<file path="src/hdl/captive_dns_responder_macros.svh">
`ifndef CAPTIVE_DNS_RESPONDER_MACROS_SVH
`define CAPTIVE_DNS_RESPONDER_MACROS_SVH

// implication checked in the same cycle
`define CDR_ASSERT_SAME(label, clk, rst_n, ante, cons) \
	label: assert property (@(posedge clk) disable iff (!rst_n) (ante) |-> (cons)) \
		else $error("captive_dns_responder check failed");

// implication checked in the next cycle
`define CDR_ASSERT_NEXT(label, clk, rst_n, ante, cons) \
	label: assert property (@(posedge clk) disable iff (!rst_n) (ante) |=> (cons)) \
		else $error("captive_dns_responder check failed");

`endif

</file>
<file path="src/hdl/cdr_pkg.sv">
`default_nettype none

package cdr_pkg;

	localparam int HDR_LEN = 12;
	localparam int HDR_IDX_W = 4;
	localparam int POS_W = 5;

	localparam logic [HDR_IDX_W-1:0] LAST_HDR_IDX = HDR_IDX_W'(HDR_LEN - 1);

	localparam logic [POS_W-1:0] POS_HDR_LEN = POS_W'(HDR_LEN);
	localparam logic [POS_W-1:0] POS_ONE = POS_W'(1);
	localparam logic [POS_W-1:0] POS_HDR_LAST = POS_W'(11);
	localparam logic [POS_W-1:0] POS_HDR_ANS_LAST = POS_W'(27);
	localparam logic [POS_W-1:0] POS_ECHO_LAST = POS_W'(0);
	localparam logic [POS_W-1:0] POS_ECHO_ANS_LAST = POS_W'(16);

	localparam logic [7:0] QR_MASK = 8'h80;
	localparam logic [7:0] RA_CLR_MASK = 8'h7F;
	localparam logic [7:0] QDCOUNT_ONE = 8'h01;

	// pointer c00c, type a, class in, ttl 600, rdlength 4
	localparam logic [95:0] ANS_FIXED = 96'hC00C_0001_0001_0000_0258_0004;

	typedef enum logic [2:0] {
		PH_COLLECT = 3'b001,
		PH_ECHO    = 3'b010,
		PH_DROP    = 3'b100
	} phase_t;

	typedef struct packed {
		logic       vld;
		logic       hdr;
		logic       ans;
		logic [7:0] data;
	} job_t;

	typedef struct packed {
		logic             job_valid;
		logic             busy;
		logic [POS_W-1:0] pos;
		logic [POS_W-1:0] last_pos;
	} emit_status_t;

	function automatic logic [7:0] answer_byte(input logic [3:0] idx, input logic [31:0] ip);
		logic [7:0] b;
		if (idx < 4'(HDR_LEN)) begin
			b = ANS_FIXED[8*(11 - int'(idx)) +: 8];
		end else begin
			b = ip[8*(15 - int'(idx)) +: 8];
		end
		return b;
	endfunction

endpackage

`default_nettype wire

</file>
<file path="src/hdl/captive_dns_responder.sv">
// channel  dir  handshake            payload
// request  in   in_valid, in_stall   in_byte, in_last
// reply    out  out_valid, out_stall out_byte, out_last
// config   in   cfg_wr_en            cfg_wr_data (answer address)
//
// one request byte per cycle in every packet phase while in_stall is low
// a passing 12th header byte stalls the request side until its reply header (and answer, if also last) is sent
// the last byte of an echoed request stalls it while the burst sequencer sends that byte and the answer
// output register: out_stall freezes it, bursts pause and resume in place
// reset clears packet phase, header count, pending burst, reply valid and address
`default_nettype none

`include "captive_dns_responder_macros.svh"

module captive_dns_responder (
	input  wire logic        clk,
	input  wire logic        arst_n,
	input  wire logic        in_valid,
	output logic             in_stall,
	input  wire logic [7:0]  in_byte,
	input  wire logic        in_last,
	output logic             out_valid,
	input  wire logic        out_stall,
	output logic [7:0]       out_byte,
	output logic             out_last,
	input  wire logic        cfg_wr_en,
	input  wire logic [31:0] cfg_wr_data
);
	import cdr_pkg::*;

	logic                 accept;
	logic [31:0]          answer_ip_q;
	logic [HDR_IDX_W-1:0] hdr_rd_idx;
	logic [7:0]           hdr_rd_byte;
	job_t                 new_job;
	emit_status_t         status;

	always_ff @(posedge clk or negedge arst_n) begin
		if (!arst_n) begin
			answer_ip_q <= '0;
		end else if (cfg_wr_en) begin
			answer_ip_q <= cfg_wr_data;
		end
	end

	assign in_stall = status.busy;
	assign accept = in_valid && !in_stall;

	cdr_parse u_parse (
		.clk     (clk),
		.arst_n  (arst_n),
		.accept  (accept),
		.in_byte (in_byte),
		.in_last (in_last),
		.rd_idx  (hdr_rd_idx),
		.rd_byte (hdr_rd_byte),
		.new_job (new_job)
	);

	cdr_emit u_emit (
		.clk        (clk),
		.arst_n     (arst_n),
		.new_job    (new_job),
		.hdr_byte   (hdr_rd_byte),
		.answer_ip  (answer_ip_q),
		.out_stall  (out_stall),
		.hdr_rd_idx (hdr_rd_idx),
		.out_valid  (out_valid),
		.out_byte   (out_byte),
		.out_last   (out_last),
		.status     (status)
	);

	// a held request always means a reply byte is waiting next cycle
	`CDR_ASSERT_NEXT(a_stall_has_reply, clk, arst_n, in_stall, out_valid)
	// burst position only advances inside a pending burst
	`CDR_ASSERT_SAME(a_pos_in_job, clk, arst_n, status.pos != '0, status.job_valid)
	// burst position never runs past its final byte
	`CDR_ASSERT_SAME(a_pos_bound, clk, arst_n, status.job_valid, status.pos <= status.last_pos)

endmodule

`default_nettype wire

</file>
<file path="src/hdl/cdr_parse.sv">
`default_nettype none

module cdr_parse (
	input  wire logic                          clk,
	input  wire logic                          arst_n,
	input  wire logic                          accept,
	input  wire logic [7:0]                    in_byte,
	input  wire logic                          in_last,
	input  wire logic [cdr_pkg::HDR_IDX_W-1:0] rd_idx,
	output logic [7:0]                         rd_byte,
	output cdr_pkg::job_t                      new_job
);
	import cdr_pkg::*;

	logic [7:0]           hdr_store [HDR_LEN];
	logic [HDR_IDX_W-1:0] idx_q;
	logic [HDR_IDX_W-1:0] idx_d;
	phase_t               phase_q;
	phase_t               phase_d;
	logic                 wr_en;
	logic                 hdr_pass;

	// byte 11 is the incoming one when the check runs
	assign hdr_pass = (hdr_store[2][7:3] == 5'd0) && (hdr_store[4] == 8'd0) &&
		(hdr_store[5] == QDCOUNT_ONE) && (hdr_store[6] == 8'd0) && (hdr_store[7] == 8'd0) &&
		(hdr_store[8] == 8'd0) && (hdr_store[9] == 8'd0) && (hdr_store[10] == 8'd0) &&
		(in_byte == 8'd0);

	always_comb begin
		new_job = '0;
		idx_d = idx_q;
		phase_d = phase_q;
		wr_en = 1'b0;
		if (accept) begin
			case (phase_q)
				PH_COLLECT: begin
					if (idx_q < HDR_IDX_W'(HDR_LEN)) begin
						wr_en = 1'b1;
						idx_d = idx_q + HDR_IDX_W'(1);
					end
					if (idx_q == LAST_HDR_IDX) begin
						if (hdr_pass) begin
							new_job.vld = 1'b1;
							new_job.hdr = 1'b1;
							new_job.ans = in_last;
							phase_d = PH_ECHO;
						end else begin
							phase_d = PH_DROP;
						end
					end
				end
				PH_ECHO: begin
					new_job.vld = 1'b1;
					new_job.ans = in_last;
					new_job.data = in_byte;
				end
				default: begin
				end
			endcase
			if (in_last) begin
				idx_d = '0;
				phase_d = PH_COLLECT;
			end
		end
	end

	always_ff @(posedge clk or negedge arst_n) begin
		if (!arst_n) begin
			idx_q <= '0;
			phase_q <= PH_COLLECT;
		end else begin
			idx_q <= idx_d;
			phase_q <= phase_d;
		end
	end

	always_ff @(posedge clk) begin
		if (wr_en) begin
			hdr_store[idx_q] <= in_byte;
		end
	end

	// reply header view: qr set, ra cleared, ancount from qdcount
	always_comb begin
		case (rd_idx)
			4'd2: rd_byte = hdr_store[2] | QR_MASK;
			4'd3: rd_byte = hdr_store[3] & RA_CLR_MASK;
			4'd6: rd_byte = hdr_store[4];
			4'd7: rd_byte = hdr_store[5];
			default: begin
				if (rd_idx < HDR_IDX_W'(HDR_LEN)) begin
					rd_byte = hdr_store[rd_idx];
				end else begin
					rd_byte = 8'd0;
				end
			end
		endcase
	end

endmodule

`default_nettype wire

</file>
<file path="src/hdl/cdr_emit.sv">
`default_nettype none

module cdr_emit (
	input  wire logic                          clk,
	input  wire logic                          arst_n,
	input  wire cdr_pkg::job_t                 new_job,
	input  wire logic [7:0]                    hdr_byte,
	input  wire logic [31:0]                   answer_ip,
	input  wire logic                          out_stall,
	output logic [cdr_pkg::HDR_IDX_W-1:0]      hdr_rd_idx,
	output logic                               out_valid,
	output logic [7:0]                         out_byte,
	output logic                               out_last,
	output cdr_pkg::emit_status_t              status
);
	import cdr_pkg::*;

	job_t             job_s1;
	logic             job_valid_s1;
	logic [POS_W-1:0] pos_q;
	logic [POS_W-1:0] last_pos;
	logic [POS_W-1:0] ans_pos;
	logic [7:0]       ans_byte;
	logic [7:0]       sel_byte;
	logic             load_ok;
	logic             take;
	logic             final_take;
	logic             out_valid_q;
	logic [7:0]       out_byte_q;
	logic             out_last_q;

	always_comb begin
		if (job_s1.hdr) begin
			last_pos = job_s1.ans ? POS_HDR_ANS_LAST : POS_HDR_LAST;
			ans_pos = pos_q - POS_HDR_LEN;
		end else begin
			last_pos = job_s1.ans ? POS_ECHO_ANS_LAST : POS_ECHO_LAST;
			ans_pos = pos_q - POS_ONE;
		end
	end

	assign hdr_rd_idx = pos_q[HDR_IDX_W-1:0];
	assign ans_byte = answer_byte(ans_pos[3:0], answer_ip);

	always_comb begin
		if (job_s1.hdr) begin
			sel_byte = (pos_q < POS_HDR_LEN) ? hdr_byte : ans_byte;
		end else begin
			sel_byte = (pos_q == '0) ? job_s1.data : ans_byte;
		end
	end

	assign load_ok = !out_valid_q || !out_stall;
	assign take = job_valid_s1 && load_ok;
	assign final_take = take && (pos_q == last_pos);

	always_ff @(posedge clk or negedge arst_n) begin
		if (!arst_n) begin
			job_valid_s1 <= 1'b0;
			pos_q <= '0;
			out_valid_q <= 1'b0;
		end else begin
			if (take) begin
				out_valid_q <= 1'b1;
			end else if (!out_stall) begin
				out_valid_q <= 1'b0;
			end
			if (new_job.vld) begin
				job_valid_s1 <= 1'b1;
				pos_q <= '0;
			end else if (final_take) begin
				job_valid_s1 <= 1'b0;
				pos_q <= '0;
			end else if (take) begin
				pos_q <= pos_q + POS_ONE;
			end
		end
	end

	always_ff @(posedge clk) begin
		if (new_job.vld) begin
			job_s1 <= new_job;
		end
		if (take) begin
			out_byte_q <= sel_byte;
			out_last_q <= final_take && job_s1.ans;
		end
	end

	assign out_valid = out_valid_q;
	assign out_byte = out_byte_q;
	assign out_last = out_last_q;

	assign status.job_valid = job_valid_s1;
	assign status.busy = job_valid_s1 && !final_take;
	assign status.pos = pos_q;
	assign status.last_pos = last_pos;

endmodule

`default_nettype wire

</file>
<file path="config.mk">
export PLATFORM = sky130hd
export DESIGN_NAME = captive_dns_responder
export DESIGN_NICKNAME = d
export VERILOG_FILES = /design/src/hdl/cdr_pkg.sv /design/src/hdl/captive_dns_responder.sv /design/src/hdl/cdr_parse.sv /design/src/hdl/cdr_emit.sv
export VERILOG_INCLUDE_DIRS = /design/src /design/src/hdl
export SDC_FILE = /design/constraint.sdc
export NUM_CORES = 1
export LEC_CHECK = 0
export BUFFER_PORTS_ARGS = -buffer_cell sky130_fd_sc_hd__buf_2
export CAP_MARGIN = 20
export CORE_ASPECT_RATIO = 1.4
export CORE_MARGIN = 1
export CORE_UTILIZATION = 65
export CTS_CLUSTER_DIAMETER = 150
export DETAILED_ROUTE_END_ITERATION = 12
export PLACE_DENSITY = 0.85
export SYNTH_ARGS = -nofsm -noshare
export SYNTH_HDL_FRONTEND = slang
export SYNTH_SLANG_ARGS = --single-unit
</file>
<file path="constraint.sdc">
create_clock -name clk -period 6.4 [get_ports clk]
set_clock_uncertainty 0.15 [all_clocks]
set_input_delay 0.64 -clock clk [delete_from_list [all_inputs] [get_ports clk]]
set_output_delay 0.64 -clock clk [all_outputs]
set_load 0.05 [all_outputs]
</file>
; ---- Word-level counts from Yosys, hierarchy flattened
; Memories as Yosys holds them, arrays and structs flattened.
; Cells that the tools add are included.
[word_totals]
ff_bits = 65
mem_bits_rw = 96
output_inout_bits = 11
elab_cells = 106
memories = 1
[memory_table]
columns = name, depth, word_bits, read_ports, rd_clocked_by_memory_dff, write_ports, line_no
row1 = u_parse.hdr_store, 12, 8, 10, 0, 1, cdr_parse.sv:15  ; logic [7:0] hdr_store [HDR_LEN];
[classes]
addsub = 6
magnitude_cmp = 4
n_eq_ne = 10
shift = 2
n_mux = 36
n_reduce_logical = 36
[op_table]
columns = operator, count
row1 = $shiftx A96 B32 Y8 const A, 1
row2 = $logic_not A8 Y1, 7
row3 = $mux W8, 6
row4 = $pmux W8 S4, 1
row5 = $shiftx A32 B32 Y8, 1
row6 = $mux W5, 6
row7 = $mux W3, 6
row8 = $mux W4, 4
row9 = $logic_and A1 B1 Y1, 13
row10 = $lt A4 B4 Y1 const B, 3
row11 = $mux W11, 1
row12 = $logic_not A5 Y1, 2
row13 = $mux W1, 10
row14 = $sub A4 B4 Y5 const A, 2
row15 = $reduce_and A3 Y1, 3
row16 = $eq A4 B2 Y1 const B, 2
row17 = $eq A4 B3 Y1 const B, 2
row18 = $eq A8 B1 Y1 const B, 1
row19 = $reduce_bool A2 Y1, 4
row20 = $add A5 B1 Y5 const B, 1
row21 = $eq A5 B5 Y1, 1
row22 = $lt A5 B4 Y1 const B, 1
row23 = $add A4 B1 Y4 const B, 1
row24 = $eq A4 B4 Y1 const B, 1
row25 = 10 further kinds, 14

; ---- Depth between registers and ports, before layout
; Gate-level depths: netlist of the first run.
; An unclocked memory read counts as a cell.
[depth]
word_depth = 15
ltp_mapped = 15
mapped_depth_nobuf = 11

; ---- Cells and area by module
; From an unflattened synthesis of the first run, not the netlist that was laid out.
[hier_totals]
cells_unflattened = 517
area_unflattened_um2 = 7792.5
[modules_own_cells]
columns = mod, n_inst, cells_each, area_each_um2
row1 = cdr_parse, 1, 246, 4264.1
row2 = cdr_emit, 1, 202, 2177.1
row3 = captive_dns_responder, 1, 69, 1351.3

; ---- Worst setup path before layout of the first run
; Ideal clock, no wire load.
[synth_timing]
path_type = flip-flop to flip-flop
startpoint = register u_emit.pos_q[1]
endpoint = register u_emit.out_byte_q[0] (netlist: u_emit.out_byte[0]), data pin
arrival_ps = 3044
required_time_ps = 5984
slack_ps = 2940
stages_incl_launch_ff = 16
path_buffers = 4
synth_period_minus_slack_ps = 3460
path_cell_list = dfrtp_1 > buf_2 > buf_2 > clkbuf_1 > inv_1 > ha_1 > nor2_1 > xnor2_1 > ha_1 > clkbuf_1 > and3b_1 > o211ai_1 > o31ai_1 > a22o_1 > o221ai_1 > o21ai_1
[synth_via]
elab_chain_cells = 7
elab_cells_between_ends = 22
cone_classes = 4 x add/sub / 3 x order compare / 4 x eq/ne / 2 x shift / 7 x mux / 1 x reduce/logical / 1 x memory
[synth_rtl]
columns = item, line_no
row1 = start: declaration, cdr_emit.sv:20  ; logic [POS_W-1:0] pos_q;
row2 = start signal: assignment, cdr_emit.sv:75  ; pos_q <= pos_q + POS_ONE;
row3 = $sub A4 B1 Y4 or $sub A4 B4 Y4 (tied branches), "cdr_emit.sv:38, cdr_emit.sv:35"
row4 = $mux W4, cdr_emit.sv:33  ; if (job_s1.hdr) begin
row5 = "$sub A4 B4 Y5, on equally long branches", "cdr_pkg.sv:48, cdr_pkg.sv:50"
row6 = $shiftx A96 B32 Y8 or $shiftx A32 B32 Y8 (tied branches), "cdr_pkg.sv:48, cdr_pkg.sv:50"
row7 = $mux W8, cdr_pkg.sv:47  ; if (idx < 4'(HDR_LEN)) begin
row8 = "$mux W8, on equally long branches", "cdr_emit.sv:49, cdr_emit.sv:47"
row9 = $mux W8 (*), cdr_emit.sv:46  ; if (job_s1.hdr) begin
row10 = net u_emit.sel_byte[0], cdr_emit.sv:24  ; logic [7:0] sel_byte;
row11 = end signal: assignment, cdr_emit.sv:85  ; out_byte_q <= sel_byte;
row12 = end: declaration, cdr_emit.sv:29  ; logic [7:0] out_byte_q;
; Mark *: on every way through the listed nets, which the timed path passes. The rest lies on a longest branch.
; A chain may end at the register's enable or synchronous reset.

; ---- Worst setup path after layout of the first run
[layout_timing]
startpoint = register u_emit.pos_q[2]
endpoint = register u_emit.out_byte_q[0] (netlist: u_emit.out_byte[0]), data pin
; Same word-level chain as after synthesis.

==> impl_metrics.ini, run 1 <==
[detailed_routing]
dr.pass1.iters = 5
drt-total-wl_mm = 19.7
routed_via_density = 6.95
drt_iter0_markers = 668
drtAntennaViolNets = 0
wl_per_cell_um = 24.8
drc = 0
vias = 5522

[sta]
period_minus_slack_ps = 4400
slew_headroom_pct = 41.8
final_hold_viol_count = 0
setup_violations = 0
timing.fmax_mhz = 227
fin_crit_sh_pct = 68.7
rsz0062_at_grt = no
worst_pin_slew_ps = 870
finalSetupTns_ps = 0
maxSlewViolCount = 0

[synth]
synth.area.top_cells = edfxtp_1 (49%), dfrtp_1 (13%), mux4_2 (9.8%), mux2_2 (4.2%), a22o_1 (1.8%)
synth-seq-cells = 185
ys_types = 61
synth_top_flop_cell = edfxtp_1
synth_area_per_cell_um2 = 15.3
synthArstFlopShare_pct = 24.9
syn-cell-area_um2 = 8520
ys_warn_count = 0
synthCells = 558
synth_edf_count = 139
synth_top_area_share_pct = 49.0
yosysSeqAreaShare_pct = 62.5
yosysTopAreaCell = edfxtp_1

[clocking]
cts_tree = yes
htreeDepth = 4
cts_buffer_depth = 2
cts_buffers = 17
cts_resized = 0
postCtsSetupRepairBufs = 0
clkSlewWorstSetupHoldPaths_ps = 70
clkLatencyLatePin_ps = 440
cts_num_sinks = 185
root_buffer = clkbuf_16
ctsHoldBuffers = 0

[global_route]
grt_pass1_wl_mm = 30.5
grt_max_degree = 48
grt_overflow_total = 0
track_usage_pct = 31.1
grt_pass1_vias = 5571
antenna_found_initial = 0

[power]
p_per_area_nw_per_um2 = 430
peakVddDrop_uv = 221
p_total_mw = 4.08
internal_power_mw = 2.59
p_leak_nw = 3.49
p_seq_share_pct = 38.0
combPwrFrac_pct = 39.3
swShare_pct = 36.6
clkPwrFrac_pct = 22.7
switchingPower_mw = 1.49

[finish]
nets = 688
drive_gt1_share_pct = 26.9
fill_cells = 762
most-common-layout-cells = edfxtp_1 (139), buf_2 (56), dfrtp_1 (43), mux4_2 (37), mux2_2 (32)
antenna_cells = 0
final_common_cell = edfxtp_1
final_core_util_pct = 74.1
finalInstanceArea_um2 = 9490
area_growth_pct = 11.4
fin_cells = 795

[setup_path]
endpoint_kind = register
start_kind = register
critPathRequiredTime_ps = 6410
crit_type = reg -> reg
worstPathArrival_ps = 4400
crit_fanout = 24

[floorplan]
ios = 57
dieArea_um2 = 13600
die_width_um = 98.8
core_um2 = 12800
dieHeight_um = 137
rows = 49
start_util_pct = 66.5

[run]
drv_cap = 0

[placement]
dp_hpwl_mm = 13.5
placed_area_um2 = 8980
port_buffers = 56
dp_cells = 764
gp_congestion = 1.00

[outcome]
status = finished clean

[min_path]
min_path_type = in -> async
==> area by class of cell <==
type	count	area, um2	share of cell area [%]
tap	153	191	2.02
sequential	185	5330	56.1
timing repair buffer	60	310	3.27
multi-input combinational	349	3080	32.5
inverter	17	66.3	0.699
clock inverter	12	78.8	0.830
clock buffer	19	433	4.56
==> power groups by stage <==
stage	logic, mW	registers [mW]	clock network [mW]
4_1_cts	1.59	1.55	0.928
3_5_place_dp	1.57	1.57	0
6_report	1.60	1.55	0.926
3_3_place_gp	1.52	1.56	0
2_1_floorplan	1.13	1.63	0
5_1_grt	1.71	1.56	0.971
==> final timing paths <==
check / start / endpoint / slack, ps / cells after the start
setup / recovery: u_emit.pos_q[2] / u_emit.out_byte[0] / 2000 / 11
hold / removal: arst_n / answer_ip_q[31] / 130 / 2
setup reg to reg: u_emit.pos_q[2] / u_emit.out_byte[0] / 2000 / 11
hold reg to reg: answer_ip_q[7] / answer_ip_q[7] / 360 / 1
max in group asynchronous: arst_n / u_emit.pos_q[0] / 5510 / 2
min in group clk: cfg_wr_data[0] / answer_ip_q[0] / 280 / 2
==> state kept, by name, indices dropped and copies added, names as in the netlist <==
signal,count
answer_ip_q,32
u_emit.job_s1,10
u_emit.job_valid_s1,1
u_emit.out_byte,8
u_emit.out_last,1
u_emit.out_valid,1
u_emit.pos_q,5
u_parse.hdr_store,120
u_parse.idx_q,4
u_parse.phase_q,3
==> cell usage after synthesis (2+ instances only) <==
library cell and count:
a21o_1 3, a21oi_1 14, a221o_1 4, a221oi_1 3
a22o_1 18, a22oi_1 6, a2bb2oi_1 2, a31o_2 4
a31oi_1 12, and2_1 15, and3_1 11, buf_1 7
buf_2 10, clkbuf_1 12, dfrtp_1 45, edfxtp_1 139
ha_1 12, inv_1 15, mux2_2 32, mux2i_1 14
mux4_2 37, nand2_1 18, nand2b_1 2, nand3_1 14
nand4_1 7, nor2_1 15, nor2b_1 6, nor3_1 7
nor3_4 2, nor4_1 16, o211ai_1 4, o21ai_0 12
o221ai_1 2, o22ai_1 3, o31ai_1 2, xnor2_1 7
xor2_1 2
==> cells by family after synthesis <==
logic type / after synthesis / synth area share, %
simple gates: 122 / 8.18
flops: 185 / 62.5
fa+ha+maj: 12 / 1.76
buf+inv: 47 / 2.33
compound gates: 99 / 8.62
other cells: 1 / 0.0440
xor+xnor: 9 / 0.925
mux: 83 / 15.6
==> stage by stage <==
stage / hold WS [ps] / setup slack, ps
6_report: 129 / 2000
5_1_grt: 190 / 1720
4_1_cts: 162 / 2100
3_5_place_dp: 344 / 2110
3_3_place_gp: 316 / 2320
2_1_floorplan: 194 / 2940
==> worst max-delay path, cell delays in order (launching register included) <==
cell	delay (ps)
dfrtp_1	900
clkinv_1	780
ha_1	510
nor2b_1	120
a31oi_1	60
ha_1	480
and3b_1	220
o211ai_1	170
o31ai_1	100
a22o_1	300
o221ai_1	230
o21ai_1	100
==> metal layers <==
metal / global-route usage [%] / routed length, um / vias up
met2: 55.8 / 10700 / 344
met3: 6.70 / 1350 / 81
met1: 34.7 / 6680 / 2757
met5: 0 / 0 / -
met4: 16.3 / 1040 / 0
li1: - / - / 2340
Power figures use the tool's default switching activity.
==> run 2: changes to the inputs <==
--- a/config.mk
+++ b/config.mk
@@ -6,14 +6,15 @@
 export SDC_FILE = /design/constraint.sdc
 export NUM_CORES = 1
 export LEC_CHECK = 0
+export ABC_AREA = 1
 export BUFFER_PORTS_ARGS = -buffer_cell sky130_fd_sc_hd__buf_2
 export CAP_MARGIN = 20
 export CORE_ASPECT_RATIO = 1.4
 export CORE_MARGIN = 1
-export CORE_UTILIZATION = 65
+export CORE_UTILIZATION = 61
 export CTS_CLUSTER_DIAMETER = 150
 export DETAILED_ROUTE_END_ITERATION = 12
-export PLACE_DENSITY = 0.85
+export PLACE_DENSITY = 0.8
 export SYNTH_ARGS = -nofsm -noshare
 export SYNTH_HDL_FRONTEND = slang
 export SYNTH_SLANG_ARGS = --single-unit
==> constraint.sdc (replaced) <==
create_clock -name clk -period 4.35 [get_ports clk]
set_clock_uncertainty 0.15 [all_clocks]
set_input_delay 0.435 -clock clk [delete_from_list [all_inputs] [get_ports clk]]
set_output_delay 0.435 -clock clk [all_outputs]
set_load 0.05 [all_outputs]
==> impl_metrics.ini, run 2 <==
[finish]
largest_register_ffs = 120
antenna_cells = 0
fill_cells = 1129
drive_gt1_share_pct = 10.3
nets = 1146
reg_top3 = u_parse.hdr_store (120), answer_ip_q (32), u_emit.job_s1 (10)
most-common-layout-cells = nand2_1 (303), nor2_1 (170), edfxtp_1 (139), o21ai_0 (90), inv_1 (82)
max_flop_register = u_parse.hdr_store
area_growth_pct = 11.2
final_common_cell = nand2_1

[synth]
synth_edf_count = 139
yosysSeqAreaShare_pct = 58.8
synth_top_area_share_pct = 46.1
synth.area.top_cells = edfxtp_1 (46%), nand2_1 (13%), dfrtp_1 (12%), nor2_1 (7.0%), o21ai_0 (5.0%)
synthCells = 1024
syn-cell-area_um2 = 9060
synth-seq-cells = 185
ys_types = 36
ys_warn_count = 0
synthArstFlopShare_pct = 24.9
synth_area_per_cell_um2 = 8.85
synth_top_flop_cell = edfxtp_1
synth_most_common_cell = nand2_1
synth_common_cells = nand2_1 (303), nor2_1 (170), edfxtp_1 (139), o21ai_0 (90), inv_1 (82)
yosysTopAreaCell = edfxtp_1

[sta]
final_hold_viol_count = 0
maxSlewViolCount = 0
slew_headroom_pct = 33.7
setup_ws_ps = 806
fin_crit_sh_pct = 81.5
worst_pin_slew_ps = 992
setup_violations = 0
period_minus_slack_ps = 3540
timing.fmax_mhz = 282
rsz0062_at_grt = no
finalSetupTns_ps = 0

[clocking]
postCtsSetupRepairBufs = 0
clkLatencyLatePin_ps = 430
cts_buffer_depth = 2
cts_tree = yes
htreeDepth = 4
cts_num_sinks = 185
root_buffer = clkbuf_16
cts_buffers = 17
clkSlewWorstSetupHoldPaths_ps = 70

[placement]
pre_cts_ws_ps = 904
dp_hpwl_mm = 15.0
gp_congestion = 0.938
port_buffers = 56

[min_path]
min_path_type = in -> reg

[detailed_routing]
drt_iter0_markers = 760
dr.pass1.iters = 5
met3WireLength_mm = 1.40
drc = 0
wl_met1_mm = 8.73
highest-signal-layer = met4
drtAntennaViolNets = 0
wl_per_cell_um = 17.3
drt-total-wl_mm = 22.3
vias = 7258
routed_via_density = 5.63
wl_met2_mm = 11.1

[global_route]
track_usage_pct = 30.6
antenna_found_initial = 0
grt_pass1_vias = 6748
grt_pass1_wl_mm = 35.4
grt_overflow_total = 0
grt_max_degree = 63

[setup_path]
crit_chain = inv_2, ha_1, nor2_4, xor2_2, inv_2, ha_1, inv_1, o21ai_0, nand3_1, nand3_1, nand2_1
crit_fanout = 61
start_kind = register
slowest_stage = inv_2
slowest_delay_ps = 800
crit_type = reg -> reg
worstPathArrival_ps = 3580
critPathRequiredTime_ps = 4380
endpoint_kind = register

[floorplan]
rows = 52
die_width_um = 105
core_um2 = 14500
dieHeight_um = 146
ios = 57
dieArea_um2 = 15300
start_util_pct = 62.4

[power]
peakVddDrop_uv = 300
p_leak_nw = 4.40
p_per_area_nw_per_um2 = 367

[outcome]
status = finished clean

[run]
drv_cap = 0
## run 2: layout make-up
type,count,area (um2),share of cell area (%)
Sequential cell,185,5330,52.9
Multi-Input combinational cell,733,3280,32.6
Clock buffer,17,425,4.22
Clock inverter,15,124,1.23
Timing Repair Buffer,62,340,3.38
Tap cell,189,236,2.35
Inverter,89,334,3.32
## run 2: worst max-delay path: cells and delay by family, from the launching register on
kind | cells | cell delay (ps)
simple gates | 4 | 330
flops | 1 | 590
compound gates | 1 | 250
fa+ha+maj | 2 | 700
xor+xnor | 1 | 290
buf+inv | 3 | 960
## run 2: where the power goes
group / switching [mW] / internal, mW / total (mW)
Sequential: 0.0265 / 1.98 / 2.01
Combinational: 0.151 / 0.0674 / 0.218
Clock: 0.681 / 0.788 / 1.47
Total: 0.858 / 2.84 / 3.69
## run 2: cells by family after synthesis
group	after synthesis	synth area share [%]
AND/OR/NAND/NOR	579	26.3
flip-flops	185	58.8
buffers and inverters	129	5.91
AO/OA/AOI/OAI	113	6.67
adder cells (fa/ha/maj)	12	1.66
XOR/XNOR	3	0.373
multiplexers	2	0.249
other	1	0.0414
## run 2: what timing repair did
action                                 in CTS  in global routing
gates resized for setup                     0                  0
hold buffers                                0                  1
endpoints found under the hold margin       0                 11
## run 2: through the flow
step / std cells / cell area [um2] / power (mW) / hold slack (ps) / util, %
2_1_floorplan: 1047 / 9140 / 2.16 / -10.6 / -
3_3_place_gp: 1256 / 9490 / 2.25 / 339 / 65.4
3_5_place_dp: 1256 / 9490 / 2.26 / 340 / 65.4
4_1_cts: 1288 / 10000 / 3.70 / 43.2 / 69.2
5_1_grt: 1290 / 10100 / 3.81 / 52.9 / 69.4
6_report: 1290 / 10100 / 3.69 / 49.6 / 69.4
## run 2: path summary, 6_finish.rpt
kind	from	end	slack (ps)	cells after the start
setup / recovery	u_emit.pos_q[0]	u_emit.out_byte[6]	810	11
hold / removal	in_last	u_parse.phase_q[1]	50	2
setup reg to reg	u_emit.pos_q[0]	u_emit.out_byte[6]	810	11
hold reg to reg	u_emit.out_valid	u_emit.out_valid	360	2
max in group asynchronous	arst_n	answer_ip_q[1]	3270	3
min in group asynchronous	arst_n	answer_ip_q[6]	280	2
## run 2: metal layers
layer	vias up	GRT usage [%]
met5	-	0
met4	0	16.2
met3	71	4.38
met2	381	52.2
met1	3341	37.6
li1	3465	-
